$ cat config.mk
export PLATFORM = sky130hd
export DESIGN_NAME = pgf_ctrl
export DESIGN_NICKNAME = d
export VERILOG_FILES = /design/src/rtl/pixel_gradient_features_defines.svh /design/src/rtl/pgf_pkg.sv /design/src/rtl/pgf_ctrl.sv
export SDC_FILE = /design/constraint.sdc
export NUM_CORES = 1
export LEC_CHECK = 0
export BUFFER_PORTS_ARGS = -buffer_cell sky130_fd_sc_hd__buf_2
export CORE_AREA = 4 4 41 43
export CTS_CLUSTER_DIAMETER = 60
export CTS_CLUSTER_SIZE = 14
export DETAILED_ROUTE_END_ITERATION = 10
export DIE_AREA = 0 0 45 47
export PLACE_DENSITY_LB_ADDON = 0.08
export SLEW_MARGIN = 20
export SYNTH_ARGS = -nofsm -noshare
export SYNTH_HDL_FRONTEND = slang
export SYNTH_SLANG_ARGS = --single-unit
$ cat constraint.sdc
create_clock -name clk -period 5.1 [get_ports clk]
set_input_delay 0.51 -clock clk [delete_from_list [all_inputs] [get_ports clk]]
set_output_delay 0.51 -clock clk [all_outputs]
set_load 0.1 [all_outputs]
$ cat src/rtl/pixel_gradient_features_defines.svh
// Assertion macros shared by the pixel gradient feature RTL
`ifndef PIXEL_GRADIENT_FEATURES_DEFINES_SVH
`define PIXEL_GRADIENT_FEATURES_DEFINES_SVH

// Same-cycle implication, checked out of reset
`define PGF_ASSERT_NOW(lbl, clk, rst_n, ante, cons, msg) \
  lbl: assert property (@(posedge clk) disable iff (!rst_n) (ante) |-> (cons)) else $error(msg);

// Next-cycle implication, checked out of reset
`define PGF_ASSERT_NEXT(lbl, clk, rst_n, ante, cons, msg) \
  lbl: assert property (@(posedge clk) disable iff (!rst_n) (ante) |=> (cons)) else $error(msg);

`endif

$ cat src/rtl/pgf_pkg.sv
// Package for the pixel gradient feature block: types, codes and constants
package pgf_pkg;

  localparam int DEF_MAX_WIDTH = 1024;

  // Register indexes on the configuration port
  localparam logic [2:0] REG_FRAME_WIDTH = 3'd0;
  localparam logic [2:0] REG_CLAMP_LOW   = 3'd1;
  localparam logic [2:0] REG_CLAMP_HIGH  = 3'd2;
  localparam logic [2:0] REG_FIRST_GAIN  = 3'd3;
  localparam logic [2:0] REG_ABS_ENABLE  = 3'd4;

  localparam int CFG_DW = 11;

  // Gray conversion weights (Q14)
  localparam logic [12:0] W_RED   = 13'd4899;
  localparam logic [13:0] W_GREEN = 14'd9617;
  localparam logic [10:0] W_BLUE  = 11'd1868;
  localparam logic [13:0] GRAY_RND = 14'd8192;

  // Square root: 21-bit operand, 11 result bits
  localparam int SQ_W = 21;
  localparam logic [3:0] ROOT_TOP = 4'd10;

  // Read address select of the line buffers
  typedef enum logic [1:0] {
    ADDR_CTR   = 2'd0,
    ADDR_RIGHT = 2'd1,
    ADDR_LEFT  = 2'd2
  } addr_sel_t;

  // Controller to datapath
  typedef struct packed {
    logic      accept;
    addr_sel_t addr_sel;
    logic      cap_ctr;
    logic      cap_right;
    logic      calc;
    logic      square;
    logic      root_step;
  } pgf_cmd_t;

  // Datapath to controller
  typedef struct packed {
    logic skip;
    logic emit;
    logic root_done;
  } pgf_status_t;

endpackage

$ cat src/rtl/pgf_ctrl.sv
// Controller state machine of the pixel gradient feature block
module pgf_ctrl import pgf_pkg::*; (
  input  logic        clk,
  input  logic        rst_n,
  input  logic        in_valid,
  output logic        in_stall,
  output logic        out_valid,
  input  logic        out_stall,
  output pgf_cmd_t    cmd,
  input  pgf_status_t status
);

  typedef enum logic [7:0] {
    S_IDLE  = 8'b0000_0001,
    S_RDC   = 8'b0000_0010,
    S_RDR   = 8'b0000_0100,
    S_RDL   = 8'b0000_1000,
    S_CALC  = 8'b0001_0000,
    S_SQR   = 8'b0010_0000,
    S_ROOT  = 8'b0100_0000,
    S_OUT   = 8'b1000_0000
  } state_t;

  state_t state_r, state_nxt;

  assign in_stall  = (state_r != S_IDLE);
  assign out_valid = (state_r == S_OUT);

  // Next state and commands
  always_comb begin
    state_nxt     = state_r;
    cmd           = '0;
    cmd.addr_sel  = ADDR_CTR;
    case (state_r)
      S_IDLE: begin
        if (in_valid) begin
          cmd.accept = 1'b1;
          if (!status.skip) state_nxt = S_RDC;
        end
      end
      S_RDC: begin
        state_nxt = S_RDR;
      end
      S_RDR: begin
        cmd.cap_ctr  = 1'b1;
        cmd.addr_sel = ADDR_RIGHT;
        state_nxt    = S_RDL;
      end
      S_RDL: begin
        cmd.cap_right = 1'b1;
        cmd.addr_sel  = ADDR_LEFT;
        state_nxt     = S_CALC;
      end
      S_CALC: begin
        cmd.calc  = 1'b1;
        state_nxt = status.emit ? S_SQR : S_IDLE;
      end
      S_SQR: begin
        cmd.square = 1'b1;
        state_nxt  = S_ROOT;
      end
      S_ROOT: begin
        cmd.root_step = 1'b1;
        if (status.root_done) state_nxt = S_OUT;
      end
      S_OUT: begin
        if (!out_stall) state_nxt = S_IDLE;
      end
      default: begin
        state_nxt = S_IDLE;
      end
    endcase
  end

  always_ff @(posedge clk) begin
    if (!rst_n) state_r <= S_IDLE;
    else        state_r <= state_nxt;
  end

endmodule

=== Word level (Yosys, flattened, before mapping) ===
Cells that the tools add are included.

* Flip-flop bits (word level): 8
* Logic and storage cells: 29
* Input port bits: 7

* Reduce and logical (&&, ||, !) cells: 1
* Equality and inequality tests: 13
* Multiplexer cells: 14

{| class="wikitable"
|+ Operators by type and width
! kind !! count
|-
| $pmux W8 S8 || 1
|-
| $mux W8 || 4
|-
| $eq A8 B1 Y1 const B || 1
|-
| $eq A8 B2 Y1 const B || 1
|-
| $eq A8 B3 Y1 const B || 1
|-
| $eq A8 B4 Y1 const B || 1
|-
| $eq A8 B5 Y1 const B || 1
|-
| $eq A8 B6 Y1 const B || 1
|-
| $eq A8 B7 Y1 const B || 1
|-
| $eq A8 B8 Y1 const B || 1
|-
| $ne A2 B2 Y1 const B || 4
|-
| $ne A8 B1 Y1 const B || 1
|-
| $mux W1 || 7
|-
| $mux W6 || 1
|-
| $pmux W2 S2 || 1
|-
| $reduce_and A4 Y1 || 1
|}

=== Depth between registers and ports, before layout ===
Gate-level depths: netlist (run 1).

* Depth in word-level cells: 3
* Depth in mapped cells: 5

=== Worst setup path before layout (run 1) ===
No wires, ideal clock.

* Path type: register to output
* Start: reg state_r[2]
* End: out cmd[1] (netlist name)
* Path slack: 757 ps
* Cell stages (with the launch flop): 3
* Buffers on the path: 0
* Data required time: 4590 ps
* Data arrival time: 3833 ps
* Path through: dfxtp_1 > or4_4 > nor4_1

{| class="wikitable"
|+ RTL lines
! element !! RTL line !! text
|-
| start, declared || pgf_ctrl.sv:24 || <nowiki>state_t state_r, state_nxt;</nowiki>
|-
| start signal, assigned || pgf_ctrl.sv:77 || <nowiki>else state_r <= state_nxt;</nowiki>
|-
| end, declared || pgf_ctrl.sv:9 || <nowiki>output pgf_cmd_t cmd,</nowiki>
|}

==> results of run 1 <==
through the flow:
stage          std cells  worst slack [ns]  utilization (%)  power (mW)
2_1_floorplan         53             0.757                -       0.258
3_3_place_gp          83              2.66             43.8       0.289
3_5_place_dp          83              2.63             43.8       0.288
4_1_cts               86              2.34             45.6       0.341
5_1_grt               86              2.25             45.6       0.362
6_report              86              2.35             45.6       0.335
per-layer routing:
layer	vias to the layer above	GRT usage [%]
met2	13	17.2
li1	232	-
met4	0	3.51
met1	190	15.5
met3	0	5.75
met5	-	0
how the worst max path moves through the flow:
stage / end
4_1_cts: cmd[2]
5_1_grt: cmd[2]
3_5_place_dp: cmd[2]
3_3_place_gp: cmd[2]
6_report: cmd[2]
2_1_floorplan: cmd[1]
area by class of cell:
type | instances | area [sq um]
Clock buffer | 3 | 22.5
Timing Repair Buffer | 16 | 80.1
Inverter | 4 | 15.0
Tap cell | 15 | 18.8
Sequential cell | 8 | 160
Fill cell | 135 | 708
Multi-Input combinational cell | 40 | 297
critical path, delay by kind of cell (launching register included):
kind / cells / cell delay (ns)
buf+inv: 1 / 0.43
flops: 1 / 0.33
simple gates: 3 / 1.22
kinds of logic after synthesis:
kind of cell / synth area share [%]
and+or+nand+nor: 45.7
AOI/OAI and AO/OA: 14.4
DFF: 33.4
buffers and inverters: 4.70
xor gates and xnor gates: 1.83
cells in the final DEF (no fill, tap or decap), types with 2 or more instances in the layout:
master / netlist / layout
buf_2: 0 / 16
clkbuf_4: 0 / 3
dfxtp_1: 8 / 8
inv_1: 4 / 4
nand2_1: 3 / 3
nand2b_1: 4 / 4
nor2_1: 6 / 6
nor4_1: 2 / 2
nor4_2: 2 / 2
nor4b_1: 2 / 2
where the power goes:
part           internal [mW]  switching (mW)
logic                 0.0572           0.140
clock network         0.0270          0.0224
registers             0.0727          0.0160
total                  0.157           0.179
==> reports/qor.yml, run 1 <==
outcome:
  status: "finished clean"
floorplan:
  rows: 13
  die_area_sq_um: 2120
  io_pins: 17
  start_util_pct: 36.8
  die_x_um: 45
  core-area_sq_um: 1300
  dieHeight_um: 47
logic_synthesis:
  yosysWarnings: 0
  synth.avg_cell_area_sq_um: 9.04
  yosysMostFrequentCell: "dfxtp_1"
  synth_common_cells: "dfxtp_1 (8), nor2_1 (6), inv_1 (4), nand2b_1 (4), nand2_1 (3)"
  synth_edf_count: 0
  synthArstFlopShare_pct: 0
  synth_top_cell_area_share_pct: 33.4
  netlist_top_cells_area: "dfxtp_1 (33%), nand2b_1 (5.2%), nor4_2 (5.2%)"
  ys_ff_latch: 8
  synthCells: 53
  yosysSeqAreaShare_pct: 33.4
  synth_largest_area_cell: "dfxtp_1"
  yosys.cell_types.count: 30
  synth_area_sq_um: 479
  yosys_most_used_dff: "dfxtp_1"
  synth_fp_nets: 60
sta:
  hold_violations: 0
  slew_headroom_pct: 58.2
  rsz0062_at_grt: "no"
  finalCritPeriodShare_pct: 53.9
  tns_ns: 0
  finalMaxSlewViolations: 0
  final-setup-viol-count: 0
  fmax_mhz: 364
  whs_ns: 0.476
  fin_crit_ns: 2.75
  finClkSkew_ns: 0.00389
  worst_slew_pin_slew_ns: 0.621
cts:
  cts_tree: "done"
  cts_resized: 0
  cts-root-buf: "clkbuf_4"
  clock_path_buffers: 2
  worstSkewPairLatency_ns: 0.25
  cts_max_level: 1
  numCtsBuffers: 3
  cts_hold_buf: 0
  clk_pin_slew_ns: 0.06
  clock-sinks: 8
  cts_setup_buffers: 0
route:
  top_layer_used: "met3"
  wl_met3_um: 74
  drt-initial-drc-count: 1
  routed-via-count: 435
  wl_met1_um: 508
  routed_wirelength_mm: 1.03
  drc: 0
  avgRoutedWirePerCell_um: 12.0
  final_antenna_net_count: 0
  met2_length_um: 446
  post_drt_via_cell_ratio: 5.06
  drt_pre_antenna_iters: 2
critical_path:
  critPathCaptureType: "output pin"
  cp_slowest_cell: "or4_4"
  required_ns: 4.59
  startpoint_type: "flip-flop"
  slowest_delay_ns: 0.58
  crit_chain: "or4_4 > or4b_4 > nor2_2 > buf_2"
  r2r-end: "state_r[2]"
  r2r_slack_ns: 3.21
  crit_fanout: 5
  startpoint: "state_r[2]"
  r2r-start: "state_r[7]"
  critical_path_arrival_ns: 2.24
  r2r.worst_path.cells: 5
  worst-setup-path-type: "reg -> out"
global_routing:
  grt_pass1_vias: 412
  grt_pass1_wl_mm: 1.77
  grt.overflow.total: 0
  track_usage_pct: 11.8
  antenna_found_initial: 0
  grt_start_max_net_pins: 8
final_layout:
  drive_above_1_share_pct: 40.8
  largest_reg_flops: 8
  area_growth_pct: 23.8
  design_area_sq_um: 593
  diodes: 0
  top_regs: "state_r: 8 flops"
  regMostFlops: "state_r"
  fin_nets: 80
worst_hold_path:
  worstHoldPathCells: 2
  hp-class: "in -> reg"
  hold_end: "state_r[0]"
  worstHoldStart: "rst_n"
run:
  maxCapViolCount: 0
placement:
  port_buffers: 16
  dpl-instance-area_sq_um: 571
  dpl.hpwl_um: 823
  place.gp.congestion: 0.746
pwr:
  vdd_drop_max_mv: 0.427
  power_density_nw_per_um2: 566
  p_leak_nw: 0.289
(Power assumes the default switching activity.)
==> inputs of run 2 (changes only) <==
Clock period 5.1 ns to 2.7 ns, I/O delays scaled along.
==> reports/qor.yml, run 2 (synthesis gave the netlist of run 1 again) <==
floorplan:
  rows: 13
  die_area_sq_um: 2120
  die_x_um: 45
  start_util_pct: 36.8
  core-area_sq_um: 1300
  dieHeight_um: 47
  io_pins: 17
cts:
  worstSkewPairLatency_ns: 0.25
  cts_setup_buffers: 0
  cts_hold_buf: 0
  clock-sinks: 8
  cts_max_level: 1
  cts_tree: "done"
  numCtsBuffers: 3
  cts_resized: 0
  cts-root-buf: "clkbuf_4"
  clock_path_buffers: 2
  clk_pin_slew_ns: 0.06
global_routing:
  track_usage_pct: 11.4
  antenna_found_initial: 0
  grt.overflow.total: 0
  grt_pass1_vias: 412
  grt_pass1_wl_mm: 1.75
  grt_start_max_net_pins: 8
sta:
  hold_violations: 0
  final-setup-viol-count: 0
  fin_crit_ns: 2.52
  finalCritPeriodShare_pct: 93.3
  slew_headroom_pct: 67.9
  tns_ns: 0
  rsz0062_at_grt: "no"
  worst_slew_pin_slew_ns: 0.485
  finalMaxSlewViolations: 0
  fmax_mhz: 397
  finClkSkew_ns: 0.00368
final_layout:
  largest_reg_flops: 8
  area_growth_pct: 32.1
  top_regs: "state_r: 8 flops"
  finish.utilization_pct: 48.7
  drive_above_1_share_pct: 43.1
  layout_commonest_cell: "buf_2"
  final_cell_mix: "buf_2 (16), dfxtp_1 (8), nor2_1 (6)"
  fin_nets: 81
  diodes: 0
  fill_cells: 142
  regMostFlops: "state_r"
  design_area_sq_um: 633
outcome:
  status: "finished clean"
critical_path:
  required_ns: 2.43
  startpoint: "state_r[2]"
  worst-setup-path-type: "reg -> out"
  r2r_slack_ns: 0.82
  critPathCapture: "cmd[2]"
  r2r-start: "state_r[2]"
  critical_path_arrival_ns: 2.25
  r2r-end: "state_r[0]"
  startpoint_type: "flip-flop"
  crit_fanout: 5
  r2r.worst_path.cells: 4
  critPathCaptureType: "output pin"
route:
  drt_pre_antenna_iters: 4
  routed_wirelength_mm: 1.02
  final_antenna_net_count: 0
  drt-initial-drc-count: 5
  post_drt_via_cell_ratio: 5.08
  drc: 0
  avgRoutedWirePerCell_um: 11.7
  routed-via-count: 442
worst_hold_path:
  hp-class: "in -> reg"
pwr:
  power_density_nw_per_um2: 1030
  total_power_mw: 0.650
  vdd_drop_max_mv: 1.13
  p_leak_nw: 0.294
placement:
  place.gp.congestion: 0.689
  port_buffers: 16
  dpl-instance-area_sq_um: 611
  dpl.hpwl_um: 850
run:
  maxCapViolCount: 0
[run 2: cell types whose count changed in the layout (fill, tap and decap cells not counted), sizes merged]
cell,delta
buf,+1
[run 2: layout make-up]
| cell class | count | area, sq um | share of cell area, % |
|---|---|---|---|
| multi-input cells | 40 | 329 | 52.0 |
| flip-flops and latches | 8 | 160 | 25.3 |
| repair buffers | 17 | 87.6 | 13.8 |
| clock buffers | 3 | 22.5 | 3.56 |
| well taps | 15 | 18.8 | 2.96 |
| inverters | 4 | 15.0 | 2.37 |
[run 2: worst min path at each step]
stage          start    endpoint  slack, ns  cells after the start
6_report       rst_n  state_r[0]       0.25                      2
5_1_grt        rst_n  state_r[0]       0.25                      2
4_1_cts        rst_n  state_r[0]       0.24                      2
3_5_place_dp   rst_n  state_r[0]       0.51                      2
3_3_place_gp   rst_n  state_r[0]       0.51                      2
2_1_floorplan  rst_n  state_r[0]       0.35                      1
[run 2: stage by stage]
| step | cells | setup slack, ns | hold slack (ns) |
|---|---|---|---|
| floorplan | 53 | 0.0527 | 0.346 |
| global placement | 84 | 0.465 | 0.509 |
| detailed placement | 84 | 0.439 | 0.510 |
| CTS | 87 | 0.163 | 0.240 |
| global route | 87 | 0.125 | 0.248 |
| finish | 87 | 0.181 | 0.251 |
[run 2: routing by layer]
layer	track usage (%)	wire, um
met1	16.1	496
met3	2.30	107
met2	16.7	407
met5	0	0
met4	5.26	6
[run 2: power by group]
| part | internal, mW | leakage [nW] | switching, mW | total (mW) |
|---|---|---|---|---|
| Clock | 0.0508 | 0.0138 | 0.0400 | 0.0909 |
| Combinational | 0.114 | 0.215 | 0.276 | 0.389 |
| Sequential | 0.137 | 0.0650 | 0.0323 | 0.170 |
[run 2: critical path: stages (launching register included)]
cell	delay, ns
dfxtp_1	0.32
or4_4	0.61
or4b_4	0.54
nor2_2	0.10
buf_2	0.43
==> inputs of run 3 (changes only) <==
Settings changed: BUFFER_PORTS_ARGS -buffer_cell sky130_fd_sc_hd__buf_2 to unset, DONT_BUFFER_PORTS set to 1.
==> reports/qor.yml, run 3 (synthesis gave the netlist of run 1 again) <==
outcome:
  status: "finished clean"
cts:
  cts_hold_buf: 0
  clk_pin_slew_ns: 0.05
  cts_setup_buffers: 0
  clock_path_buffers: 2
  numCtsBuffers: 3
  cts_resized: 0
  worstSkewPairLatency_ns: 0.25
  cts_max_level: 1
  cts-root-buf: "clkbuf_4"
  clock-sinks: 8
  cts_tree: "done"
critical_path:
  crit_buf_inv: 1
  crit_fanout: 5
  r2r_slack_ns: 0.67
  worst-setup-path-type: "reg -> out"
  startpoint_type: "flip-flop"
  cp_slowest_cell: "or4_4"
  required_ns: 2.43
  crit_family: "simple AND/OR/NAND/NOR gates"
  slowest_delay_ns: 0.61
  critical_path_arrival_ns: 2.16
  crit_chain: "or4_4 > or4b_4 > nor2_2 > buf_4"
  critPathCaptureType: "output pin"
floorplan:
  die_x_um: 45
  rows: 13
  dieHeight_um: 47
  core-area_sq_um: 1300
  die_area_sq_um: 2120
  io_pins: 17
  start_util_pct: 36.8
pwr:
  power_density_nw_per_um2: 1040
  p_sw_share_pct: 54.0
  seqPwrFrac_pct: 26.9
  p_switching_mw: 0.342
  vdd_drop_max_mv: 0.834
  internal_power_mw: 0.291
  p_leak_nw: 0.253
  combPwrFrac_pct: 59.0
  pwr-share-clk_pct: 14.1
  total_power_mw: 0.633
final_layout:
  regMostFlops: "state_r"
  fill_cells: 142
  largest_reg_flops: 8
  fin_nets: 72
  final_cell_mix: "buf_4 (8), dfxtp_1 (8), nor2_1 (6)"
  drive_above_1_share_pct: 36.5
  top_regs: "state_r: 8 flops"
  area_growth_pct: 26.4
  diodes: 0
sta:
  final-setup-viol-count: 0
  rsz0062_at_grt: "no"
  finalMaxSlewViolations: 0
  fmax_mhz: 412
  worst_slew_pin_slew_ns: 0.851
  finalCritPeriodShare_pct: 90.0
  slew_headroom_pct: 43.2
  hold_violations: 0
  finClkSkew_ns: 0.00667
  fin_crit_ns: 2.43
  tns_ns: 0
global_routing:
  grt_pass1_wl_mm: 1.59
  track_usage_pct: 10.8
  grt_pass1_vias: 390
  antenna_found_initial: 0
  grt_start_max_net_pins: 8
  grt.overflow.total: 0
route:
  final_antenna_net_count: 0
  drt_pre_antenna_iters: 4
  drt-initial-drc-count: 5
  drc: 0
  routed_wirelength_mm: 1.01
  avgRoutedWirePerCell_um: 12.9
  routed-via-count: 427
  post_drt_via_cell_ratio: 5.47
run:
  maxCapViolCount: 0
placement:
  place.gp.congestion: 0.756
  dpl.hpwl_um: 829
  port_buffers: 0
worst_hold_path:
  hp-class: "in -> reg"
[run 3: routing by layer]
layer / routed length, um / vias up / GRT usage (%)
met3: 106 / 5 / 4.60
li1: - / 215 / -
met1: 469 / 188 / 13.0
met5: 0 / - / 0
met4: 29 / 0 / 8.77
met2: 404 / 19 / 15.0
[run 3: final cells by class]
| cell class | count | area (sq um) | area share (%) |
|---|---|---|---|
| clock buffer | 3 | 22.5 | 3.72 |
| inverter | 4 | 15.0 | 2.48 |
| multi-input combinational | 40 | 329 | 54.3 |
| sequential | 8 | 160 | 26.4 |
| tap | 15 | 18.8 | 3.10 |
| timing repair buffer | 8 | 60.1 | 9.92 |
[run 3: final timing paths]
check | startpoint | end | cells after the start
max reg2reg | state_r[7] | state_r[1] | 4
max | state_r[2] | cmd[2] | 4
min reg2reg | state_r[1] | state_r[2] | 2
min | rst_n | state_r[0] | 1
[run 3: worst register-to-register path, stage by stage, from the launching register on]
cell and delay, ns:
dfxtp_1 0.41, nor4_1 0.58, and4b_1 0.36, inv_1 0.41, nor2_1 0.20
[run 3: metrics by stage]
| step | std cells | setup WS, ns | util, % | hold WS, ns | instance area [sq um] |
|---|---|---|---|---|---|
| 4_1_cts | 78 | 0.267 | 46.5 | 0.0831 | 606 |
| 5_1_grt | 78 | 0.226 | 46.5 | 0.0776 | 606 |
| 6_report | 78 | 0.271 | 46.5 | 0.0909 | 606 |
| 3_3_place_gp | 75 | 0.601 | 44.8 | 0.354 | 583 |
| 3_5_place_dp | 75 | 0.542 | 44.8 | 0.353 | 583 |
| 2_1_floorplan | 53 | 0.0527 | - | 0.346 | 512 |
[run 3: power by group through the flow]
stage / logic, mW / clock network (mW) / registers (mW)
after floorplan: 0.337 / 0 / 0.166
after global placement: 0.374 / 0 / 0.170
after detailed placement: 0.375 / 0 / 0.172
after CTS: 0.377 / 0.0948 / 0.169
after global routing: 0.400 / 0.102 / 0.173
final: 0.374 / 0.0892 / 0.170
